===== src/rtl/core/ubxfr_pkg.sv =====
// ----------------------------------------------------------------------------
// ubxfr_pkg
// Shared constants and types for the frame receiver: sync bytes, result
// kinds, parser phases, the length width and the default length limit.
// ----------------------------------------------------------------------------
package ubxfr_pkg;

	localparam logic [7:0]  SYNC_FIRST       = 8'hB5;
	localparam logic [7:0]  SYNC_SECOND      = 8'h62;
	localparam int          LEN_W            = 16;
	localparam logic [15:0] MAX_LENGTH_RESET = 16'd100;

	typedef enum logic [1:0] {
		KIND_DATA = 2'd0,
		KIND_GOOD = 2'd1,
		KIND_BAD  = 2'd2
	} kind_t;

	typedef enum logic [8:0] {
		PH_HUNT   = 9'b000000001,
		PH_SYNC2  = 9'b000000010,
		PH_CLASS  = 9'b000000100,
		PH_ID     = 9'b000001000,
		PH_LEN_LO = 9'b000010000,
		PH_LEN_HI = 9'b000100000,
		PH_DATA   = 9'b001000000,
		PH_CK_A   = 9'b010000000,
		PH_CK_B   = 9'b100000000
	} phase_t;

endpackage


===== src/rtl/core/ubx_frame_receiver.sv =====
// flow: an accepted input word goes from the input register through the
//   combinational parse step into the result register; one input word per
//   cycle while the result register is empty or being read (out_ready)
// reset: arst_n clears the parser to hunting, sums and counters to zero,
//   max_length to 100, and drops any word held in either register
// ----------------------------------------------------------------------------
// ubx_frame_receiver
// Byte-wise frame parser: sync hunt, header, payload words with index and a
// frame-end word with the Fletcher-8 checksum verdict.
// ----------------------------------------------------------------------------
module ubx_frame_receiver (
	input  logic                           clk,
	input  logic                           arst_n,
	input  logic                           cfg_wen,
	input  logic [ubxfr_pkg::LEN_W-1:0]    cfg_wdata,
	input  logic                           in_valid,
	output logic                           in_ready,
	input  logic [7:0]                     rx_byte,
	output logic                           out_valid,
	input  logic                           out_ready,
	output logic [1:0]                     kind,
	output logic [7:0]                     payload_byte,
	output logic [ubxfr_pkg::LEN_W-1:0]    byte_index,
	output logic [7:0]                     msg_class,
	output logic [7:0]                     msg_id,
	output logic [ubxfr_pkg::LEN_W-1:0]    msg_length
);
	import ubxfr_pkg::*;

	logic             valid_s1;
	logic [7:0]       byte_s1;
	logic             advance;

	logic [LEN_W-1:0] max_length_q;
	phase_t           phase_q,   phase_d;
	logic [7:0]       class_q,   class_d;
	logic [7:0]       id_q,      id_d;
	logic [LEN_W-1:0] length_q,  length_d;
	logic [LEN_W-1:0] count_q,   count_d;
	logic [7:0]       sum_a_q,   sum_a_d;
	logic [7:0]       sum_b_q,   sum_b_d;
	logic [7:0]       rx_ck_a_q, rx_ck_a_d;

	logic             res_valid;
	kind_t            res_kind;
	logic [7:0]       res_byte;
	logic [LEN_W-1:0] res_index;

	logic             out_valid_q;
	kind_t            kind_q;
	logic [7:0]       payload_byte_q;
	logic [LEN_W-1:0] byte_index_q;
	logic [7:0]       msg_class_q;
	logic [7:0]       msg_id_q;
	logic [LEN_W-1:0] msg_length_q;

	logic [7:0]       add_a;
	logic [7:0]       add_b;
	logic [LEN_W-1:0] count_inc;
	logic [LEN_W-1:0] len_full;

	assign advance  = valid_s1 && (!out_valid_q || out_ready);
	assign in_ready = !valid_s1 || advance;

	// input register
	always_ff @(posedge clk or negedge arst_n) begin
		if (!arst_n) begin
			valid_s1 <= 1'b0;
		end else if (in_ready) begin
			valid_s1 <= in_valid;
		end
	end

	always_ff @(posedge clk) begin
		if (in_ready && in_valid) begin
			byte_s1 <= rx_byte;
		end
	end

	always_ff @(posedge clk or negedge arst_n) begin
		if (!arst_n) begin
			max_length_q <= MAX_LENGTH_RESET;
		end else if (cfg_wen) begin
			max_length_q <= cfg_wdata;
		end
	end

	// running checksum, restarted at the class byte
	always_comb begin
		add_a = ((phase_q == PH_CLASS) ? 8'd0 : sum_a_q) + byte_s1;
		add_b = ((phase_q == PH_CLASS) ? 8'd0 : sum_b_q) + add_a;
	end

	assign count_inc = count_q + 1'b1;
	assign len_full  = {byte_s1, length_q[7:0]};

	always_comb begin
		phase_d   = phase_q;
		class_d   = class_q;
		id_d      = id_q;
		length_d  = length_q;
		count_d   = count_q;
		sum_a_d   = sum_a_q;
		sum_b_d   = sum_b_q;
		rx_ck_a_d = rx_ck_a_q;
		res_valid = 1'b0;
		res_kind  = KIND_DATA;
		res_byte  = 8'd0;
		res_index = '0;
		unique case (phase_q)
			PH_SYNC2: begin
				if (byte_s1 == SYNC_SECOND) begin
					phase_d = PH_CLASS;
				end else if (byte_s1 != SYNC_FIRST) begin
					phase_d = PH_HUNT;
				end
			end
			PH_CLASS: begin
				sum_a_d = add_a;
				sum_b_d = add_b;
				class_d = byte_s1;
				phase_d = PH_ID;
			end
			PH_ID: begin
				sum_a_d = add_a;
				sum_b_d = add_b;
				id_d    = byte_s1;
				phase_d = PH_LEN_LO;
			end
			PH_LEN_LO: begin
				sum_a_d  = add_a;
				sum_b_d  = add_b;
				length_d = {{(LEN_W-8){1'b0}}, byte_s1};
				phase_d  = PH_LEN_HI;
			end
			PH_LEN_HI: begin
				sum_a_d  = add_a;
				sum_b_d  = add_b;
				length_d = len_full;
				count_d  = '0;
				priority if (len_full > max_length_q) begin
					phase_d = PH_HUNT;
				end else if (len_full == '0) begin
					phase_d = PH_CK_A;
				end else begin
					phase_d = PH_DATA;
				end
			end
			PH_DATA: begin
				sum_a_d   = add_a;
				sum_b_d   = add_b;
				res_valid = 1'b1;
				res_kind  = KIND_DATA;
				res_byte  = byte_s1;
				res_index = count_q;
				count_d   = count_inc;
				if (count_inc >= length_q) begin
					phase_d = PH_CK_A;
				end
			end
			PH_CK_A: begin
				rx_ck_a_d = byte_s1;
				phase_d   = PH_CK_B;
			end
			PH_CK_B: begin
				res_valid = 1'b1;
				res_kind  = ((rx_ck_a_q == sum_a_q) && (byte_s1 == sum_b_q)) ?
					KIND_GOOD : KIND_BAD;
				phase_d   = PH_HUNT;
			end
			default: begin
				phase_d = (byte_s1 == SYNC_FIRST) ? PH_SYNC2 : PH_HUNT;
			end
		endcase
	end

	// parser state
	always_ff @(posedge clk or negedge arst_n) begin
		if (!arst_n) begin
			phase_q   <= PH_HUNT;
			class_q   <= 8'd0;
			id_q      <= 8'd0;
			length_q  <= '0;
			count_q   <= '0;
			sum_a_q   <= 8'd0;
			sum_b_q   <= 8'd0;
			rx_ck_a_q <= 8'd0;
		end else if (advance) begin
			phase_q   <= phase_d;
			class_q   <= class_d;
			id_q      <= id_d;
			length_q  <= length_d;
			count_q   <= count_d;
			sum_a_q   <= sum_a_d;
			sum_b_q   <= sum_b_d;
			rx_ck_a_q <= rx_ck_a_d;
		end
	end

	// result register
	always_ff @(posedge clk or negedge arst_n) begin
		if (!arst_n) begin
			out_valid_q <= 1'b0;
		end else if (advance) begin
			out_valid_q <= res_valid;
		end else if (out_ready) begin
			out_valid_q <= 1'b0;
		end
	end

	always_ff @(posedge clk) begin
		if (advance && res_valid) begin
			kind_q         <= res_kind;
			payload_byte_q <= res_byte;
			byte_index_q   <= res_index;
			msg_class_q    <= class_q;
			msg_id_q       <= id_q;
			msg_length_q   <= length_q;
		end
	end

	assign out_valid    = out_valid_q;
	assign kind         = kind_q;
	assign payload_byte = payload_byte_q;
	assign byte_index   = byte_index_q;
	assign msg_class    = msg_class_q;
	assign msg_id       = msg_id_q;
	assign msg_length   = msg_length_q;

	// checks
	a_phase_onehot: assert property (@(posedge clk) disable iff (!arst_n)
		$onehot(phase_q))
		else $error("parser phase not one-hot");

	a_index_in_frame: assert property (@(posedge clk) disable iff (!arst_n)
		out_valid_q && kind_q == KIND_DATA |-> byte_index_q < msg_length_q)
		else $error("payload index beyond frame length");

	a_end_fields_zero: assert property (@(posedge clk) disable iff (!arst_n)
		out_valid_q && (kind_q == KIND_GOOD || kind_q == KIND_BAD)
		|-> payload_byte_q == 8'd0 && byte_index_q == '0)
		else $error("frame-end word carries payload fields");

	a_data_in_payload: assert property (@(posedge clk) disable iff (!arst_n)
		advance && res_valid && res_kind == KIND_DATA |=> phase_q == PH_DATA
		|| phase_q == PH_CK_A)
		else $error("payload word outside payload phase");

endmodule


===== config.mk =====
export PLATFORM = sky130hd
export DESIGN_NAME = ubx_frame_receiver
export DESIGN_NICKNAME = d
export VERILOG_FILES = /design/src/rtl/core/ubxfr_pkg.sv /design/src/rtl/core/ubx_frame_receiver.sv
export SDC_FILE = /design/constraint.sdc
export NUM_CORES = 1
export LEC_CHECK = 0
export BUFFER_PORTS_ARGS = -buffer_cell sky130_fd_sc_hd__buf_2
export CAP_MARGIN = 20
export CORE_MARGIN = 3
export CORE_UTILIZATION = 43
export CTS_CLUSTER_SIZE = 30
export DETAILED_ROUTE_END_ITERATION = 12
export GPL_TIMING_DRIVEN = 1
export PLACE_DENSITY = 0.71
export SLEW_MARGIN = 25
export SYNTH_ARGS = -nofsm -noshare
export SYNTH_HDL_FRONTEND = slang
export SYNTH_SLANG_ARGS = --single-unit

===== constraint.sdc =====
create_clock -name clk -period 5.7 [get_ports clk]
set_input_delay 0.285 -clock clk [delete_from_list [all_inputs] [get_ports clk]]
set_output_delay 0.285 -clock clk [all_outputs]
set_load 0.05 [all_outputs]

Yosys cells after proc, flatten, opt, wreduce, memory -nomap -nowiden

Cells that the tools add are included.
W data, S select, Z words.

Add/sub/neg operators: 3
Magnitude comparators: 2
Equality and inequality tests: 15
Multiplexer cells: 15
Bitwise logic cells: 1
Reductions and logical operators: 22

Operator list:

| cell                    | count |
|---|---|
| $pmux W9 S8             | 1 |
| $pmux W16 S2            | 2 |
| $mux W8                 | 4 |
| $mux W9                 | 3 |
| $add A16 B1 Y16 const B | 1 |
| $add A8 B8 Y8           | 2 |
| $eq A8 B8 Y1            | 2 |
| $ge A16 B16 Y1          | 1 |
| $gt A16 B16 Y1          | 1 |
| $logic_not A16 Y1       | 1 |
| $reduce_and A2 Y1       | 6 |
| $eq A9 B2 Y1 const B    | 1 |
| $eq A9 B3 Y1 const B    | 1 |
| $eq A9 B4 Y1 const B    | 1 |
| $eq A9 B5 Y1 const B    | 1 |
| $eq A9 B6 Y1 const B    | 1 |
| $eq A9 B7 Y1 const B    | 1 |
| $eq A9 B8 Y1 const B    | 1 |
| $eq A9 B9 Y1 const B    | 1 |
| $eq A8 B7 Y1 const B    | 1 |
| $eq A8 B8 Y1 const B    | 1 |
| $ne A8 B8 Y1 const B    | 1 |
| $reduce_and A3 Y1       | 2 |
| $reduce_bool A2 Y1      | 3 |
| other kinds (10)        | 18 |

Flip-flop bits (word level): 165
Input bits: 29
Output and inout port bits: 60
Logic and storage cells: 77

Longest topological paths before layout

Depth after elaboration: 5
Mapped depth: 18
Gate-level depth less buffers: 17

Worst setup path before layout

No wires, ideal clock.

Path kind: register -> register
Start: register phase_q[5]
End: register byte_index_q[0], in the netlist byte_index[0] (enable)
Library setup time: 0.493 ns
Arrival: 3.881 ns
Required time: 5.207 ns
Slack: 1.326 ns
Cell stages (with the launch flop): 6
Path buffers: 1
Clock period less this slack: 4.374 ns
Cell sequence: dfrtp_1 -> buf_2 -> nor3_1 -> and3_1 -> nand2_1 -> a21oi_1

Word-level cells in the longest chain between the ends: 4
Elaborated cells between the ends (all ways): 5
Those cells by class: eq/ne (2); mux (1); reduce/logical (2)

Ends and longest elaborated chain:

| item                                         | RTL line                  | source |
|---|---|---|
| start: declaration                           | ubx_frame_receiver.sv:35  | `phase_t phase_q, phase_d;` |
| start signal: assignment                     | ubx_frame_receiver.sv:189 | `phase_q <= phase_d;` |
| $eq A9 B7 Y1 or $eq A9 B9 Y1 (tied branches) | ubx_frame_receiver.sv:110 | `unique case (phase_q)` |
| $reduce_or A2 Y1 (no line) *                 | -                         |  |
| $mux W1 *                                    | ubx_frame_receiver.sv:110 |  |
| $logic_and A1 B1 Y1 *                        | ubx_frame_receiver.sv:212 | `if (advance && res_valid) begin` |
| end signal: assignment                       | ubx_frame_receiver.sv:215 | `byte_index_q <= res_index;` |
| end: declaration                             | ubx_frame_receiver.sv:52  | `logic [LEN_W-1:0] byte_index_q;` |

Mark *: on every way between the ends. The rest lies on a longest branch, timed or not.
A chain may end at the register's enable or synchronous reset.

Worst setup path after layout

Start: register phase_q[8]
End: register sum_b_q[7]

Word-level cells in the longest chain between the ends: 4
Elaborated cells between the ends (all ways): 11
Those cells by class: add/sub (2); eq/ne (5); mux (2); reduce/logical (2)

Ends and longest elaborated chain:

| item                   | RTL line                  | source |
|---|---|---|
| $eq A9 B3 Y1           | ubx_frame_receiver.sv:90  | `add_a = ((phase_q == PH_CLASS) ? 8'd0 : sum_a_q) + byte_s1;` |
| $mux W8                | ubx_frame_receiver.sv:90  |  |
| $add A8 B8 Y8          | ubx_frame_receiver.sv:90  |  |
| net add_a[4]           | ubx_frame_receiver.sv:57  | `logic [7:0] add_a;` |
| $add A8 B8 Y8          | ubx_frame_receiver.sv:91  | `add_b = ((phase_q == PH_CLASS) ? 8'd0 : sum_b_q) + add_a;` |
| end signal: assignment | ubx_frame_receiver.sv:195 | `sum_b_q <= sum_b_d;` |
| end: declaration       | ubx_frame_receiver.sv:41  | `logic [7:0] sum_b_q, sum_b_d;` |

The timed path passes the listed nets, and every way through them passes these cells.

==> summary.md <==
| Metric | Value |
|---|---|
| Syn Area/Cell | `roughly 11 um2` |
| CORE AREA | `around 18,000 um2` |
| Worst path most repeated cell | `nand3_1` |
| Num rows | `a little under 50` |
| Kind of critical path | `reg2reg` |
| Worst hold slack | `about 0.029 ns` |
| Yosys top cell by area | `dfrtp_1` |
| Finished Core Util | `0.514` |
| H-tree depth | `4` |
| Syn_nets | `787` |
| Setup TNS Final | `0 ns` |
| P&R area growth vs syn | `15.7%` |
| Clock Sinks | `approximately 170` |
| Max_slew headroom | `0.307` |
| Ys Warns | `0` |
| Post-synth ARST share | `0.600` |
| Mapped Cells | `709` |
| Critical Path Max Stage Delay | `0.55 ns` |
| Post-Route WL | `roughly 17 mm` |
| Int Pwr | `approximately 1.9 mW` |
| Vias per cell | `~5.3` |
| Status | `completed` |
| Ordered list of cells on the worst path | `nor4_1, nand3_1, and2_1, ha_1, fa_1, a21o_1, a21oi_1, xnor2_1, ha_1, nand3_1, o211ai_1, o41ai_1, nor3b_1, mux2i_1, nand3_1` |
| Vias in the first global route | `5,649` |
| Family with the most delay on the worst path | `simple AND/OR/NAND/NOR gates` |
| Vias | `around 5,500` |
| Clock Power Share | `0.452` |
| Flops & latches, synth | `165` |
| DRC viols | `0` |
| Final-stage net count | `approximately 880` |
| Die W | `approximately 140 um` |
| Share of layout cells above drive strength 1 | `0.200` |
| Top post-synthesis cells by area | `dfrtp_1, edfxtp_1, ha_1, mux2_2, xnor2_1` |
| DRT antenna net count | `0` |
| Clk slew on worst S/H paths | `approximately 0.07 ns` |
| Largest net degree at the start of global routing | `71` |
| Net Switching | `594 uW` |
| Peak supply drop | `0.205 mV` |
| Max Cap Viol | `0` |
| Wire length per cell | `16.8 um` |
| Critical path peak fanout | `17` |
| Synthesized cell area | `8110 um2` |
| P_leak | `roughly 4.0 nW` |
| Most frequent cell after synthesis | `dfrtp_1` |
| Post-synthesis sequential area ratio | `0.550` |
| Final instance area | `between 9000 and 10,000 um2` |
| Root buffer cell | `clkbuf_16` |
| CTS max path bufs | `2` |
| Power Density | `roughly 270 nW/um2` |
| Worst Clk Skew | `0.0166 ns` |
| Diode count | `0` |
| Slew at the pin with the worst max-slew slack | `~1.0 ns` |
| Synth unique cells | `55` |
| RSZ-0062 raised after global routing | `false` |
| Grt total ovfl | `0` |
| Fin crit share | `0.776` |
| Die Height | `around 140 um` |
| TritonCTS clock tree | `done` |
| CP Capture Type | `flop` |
| Pwr Total | `around 2.5 mW` |
| Die footprint | `between 20,000 and 25,000 um2` |
| Setup Viol. Count Final | `0` |
| RePlAce Congestion | `between 0.9 and 1` |
| Slew Limit Fails | `0` |
| Worst path slowest cell | `o41ai_1` |
| First-pass GRT wire length | `approximately 30 mm` |
| Req. time, crit path | `between 6 and 7 ns` |
| Cts bufs inserted | `17` |
| Worst Path Arrival | `around 4.7 ns` |
| Final Hold Vio Count | `0` |
| Tot GR Track Use | `0.181` |
| Iter 0 DRT Violations | `~340` |
| CP Launch Type | `flop` |
| Combinational power share | `0.044` |
| Initial antenna violation count | `0` |
| Max Freq | `between 200 and 250 MHz` |
| Post-layout minimum cycle time | `around 4.4 ns` |
| Number of synthesized flops with an enable pin | `66` |
| Drt pass-1 iters | `4` |
| HPWL after DPL | `approximately 12 mm` |
| Synth top cells by count | `dfrtp_1, edfxtp_1, nand2_1` |
| Flop pwr share | `0.504` |
| Synth Flop Type | `dfrtp_1` |
| Post-CTS Setup Inserts | `0` |
| Switching share of power | `0.234` |
| Worst path bufs/invs | `0` |
| Proportion of netlist area held by the largest area contributor | `0.293` |
| Clock latency on the worst-skew pair | `0.43 ns` |
| Worst Hold Class | `in2reg` |
| I/O Pins | `89` |
| Initial core utilization | `0.444` |
| Area after DPL | `between 8000 and 9000 um2` |
| Port-buffer cells | `88` |
[per-layer routing]
metal | GRT usage | vias up | part of all wire
met5 | 0 | - | 0
met4 | 0.0540 | 0 | 0.013
met3 | 0.0403 | 20 | 0.041
met2 | 0.298 | 137 | 0.49
met1 | 0.242 | 2674 | 0.46
li1 | - | 2705 | -
[final timing paths]
path | start | end | slack [ns] | cells after the start
max | phase_q[8]$_DFFE_PN0P_ | sum_b_q[7]$_DFFE_PN0P_ | 1.28 | 15
min | rx_byte[4] | byte_s1[4]$_DFFE_PP_ | 0.03 | 1
max reg2reg | phase_q[8]$_DFFE_PN0P_ | sum_b_q[7]$_DFFE_PN0P_ | 1.28 | 15
min reg2reg | id_q[5]$_DFFE_PN0P_ | msg_id[5]$_DFFE_PP_ | 0.45 | 0
max in group asynchronous | arst_n | sum_a_q[7]$_DFFE_PN0P_ | 4.11 | 3
min in group asynchronous | arst_n | sum_a_q[4]$_DFFE_PN0P_ | 0.32 | 2
[power by group through the flow]
| stage | Combinational [mW] | Clock (mW) | Sequential (mW) |
|---|---|---|---|
| 2_1_floorplan | 0.0773 | 0 | 1.28 |
| 3_3_place_gp | 0.111 | 0 | 1.30 |
| 3_5_place_dp | 0.113 | 0 | 1.30 |
| 4_1_cts | 0.114 | 1.17 | 1.28 |
| 5_1_grt | 0.131 | 1.22 | 1.28 |
| 6_report | 0.112 | 1.14 | 1.28 |
[cell usage in the layout, fill, tap and decap left out, drive strengths merged, types with 14 or more instances in the layout]
cell type and instances:
nor2 33, buf 90, edfxtp 66, xnor2 32
and2 38, o21ai 57, nand3 17, a21oi 27
inv 51, clkbuf 19, ha 47, nand4 14
nand2 63, dfrtp 95, mux2 37
[repair_timing]
action | CTS | global route
endpoints found under the setup margin | 0 | 0
hold endpoints to repair | 28 | 0
hold buffers | 1 | 0
gates resized for setup | 0 | 0
[layout make-up]
class                           count  area (um2)
Clock inverter                     13         133
Inverter                           43         161
Multi-Input combinational cell    480        3420
Sequential cell                   165        4460
Fill cell                        1623        8890
Timing Repair Buffer               91         468
Clock buffer                       19         453
Tap cell                          229         287
[flip-flops by register name, summed over array words and instances (netlist names), 9 cells and up]
| name | flops |
|---|---|
| max_length_q | 16 |
| byte_index | 16 |
| phase_q | 9 |
| count_q | 16 |
| length_q | 16 |
| msg_length | 16 |
[metrics by stage]
step / setup slack, ns / std cells
after floorplan: 1.33 / 709
after global placement: 1.47 / 1007
after detailed placement: 1.32 / 1007
after CTS: 1.27 / 1040
after global routing: 0.804 / 1040
final: 1.28 / 1040
[kinds of logic after synthesis]
group | synth area share
AO/OA/AOI/OAI | 0.103
XOR/XNOR | 0.0464
adder cells (fa/ha/maj) | 0.0774
buffers and inverters | 0.0299
flip-flops | 0.550
multiplexers | 0.0538
AND/OR/NAND/NOR | 0.139
Note: power is estimated with default switching activity, not from simulation.
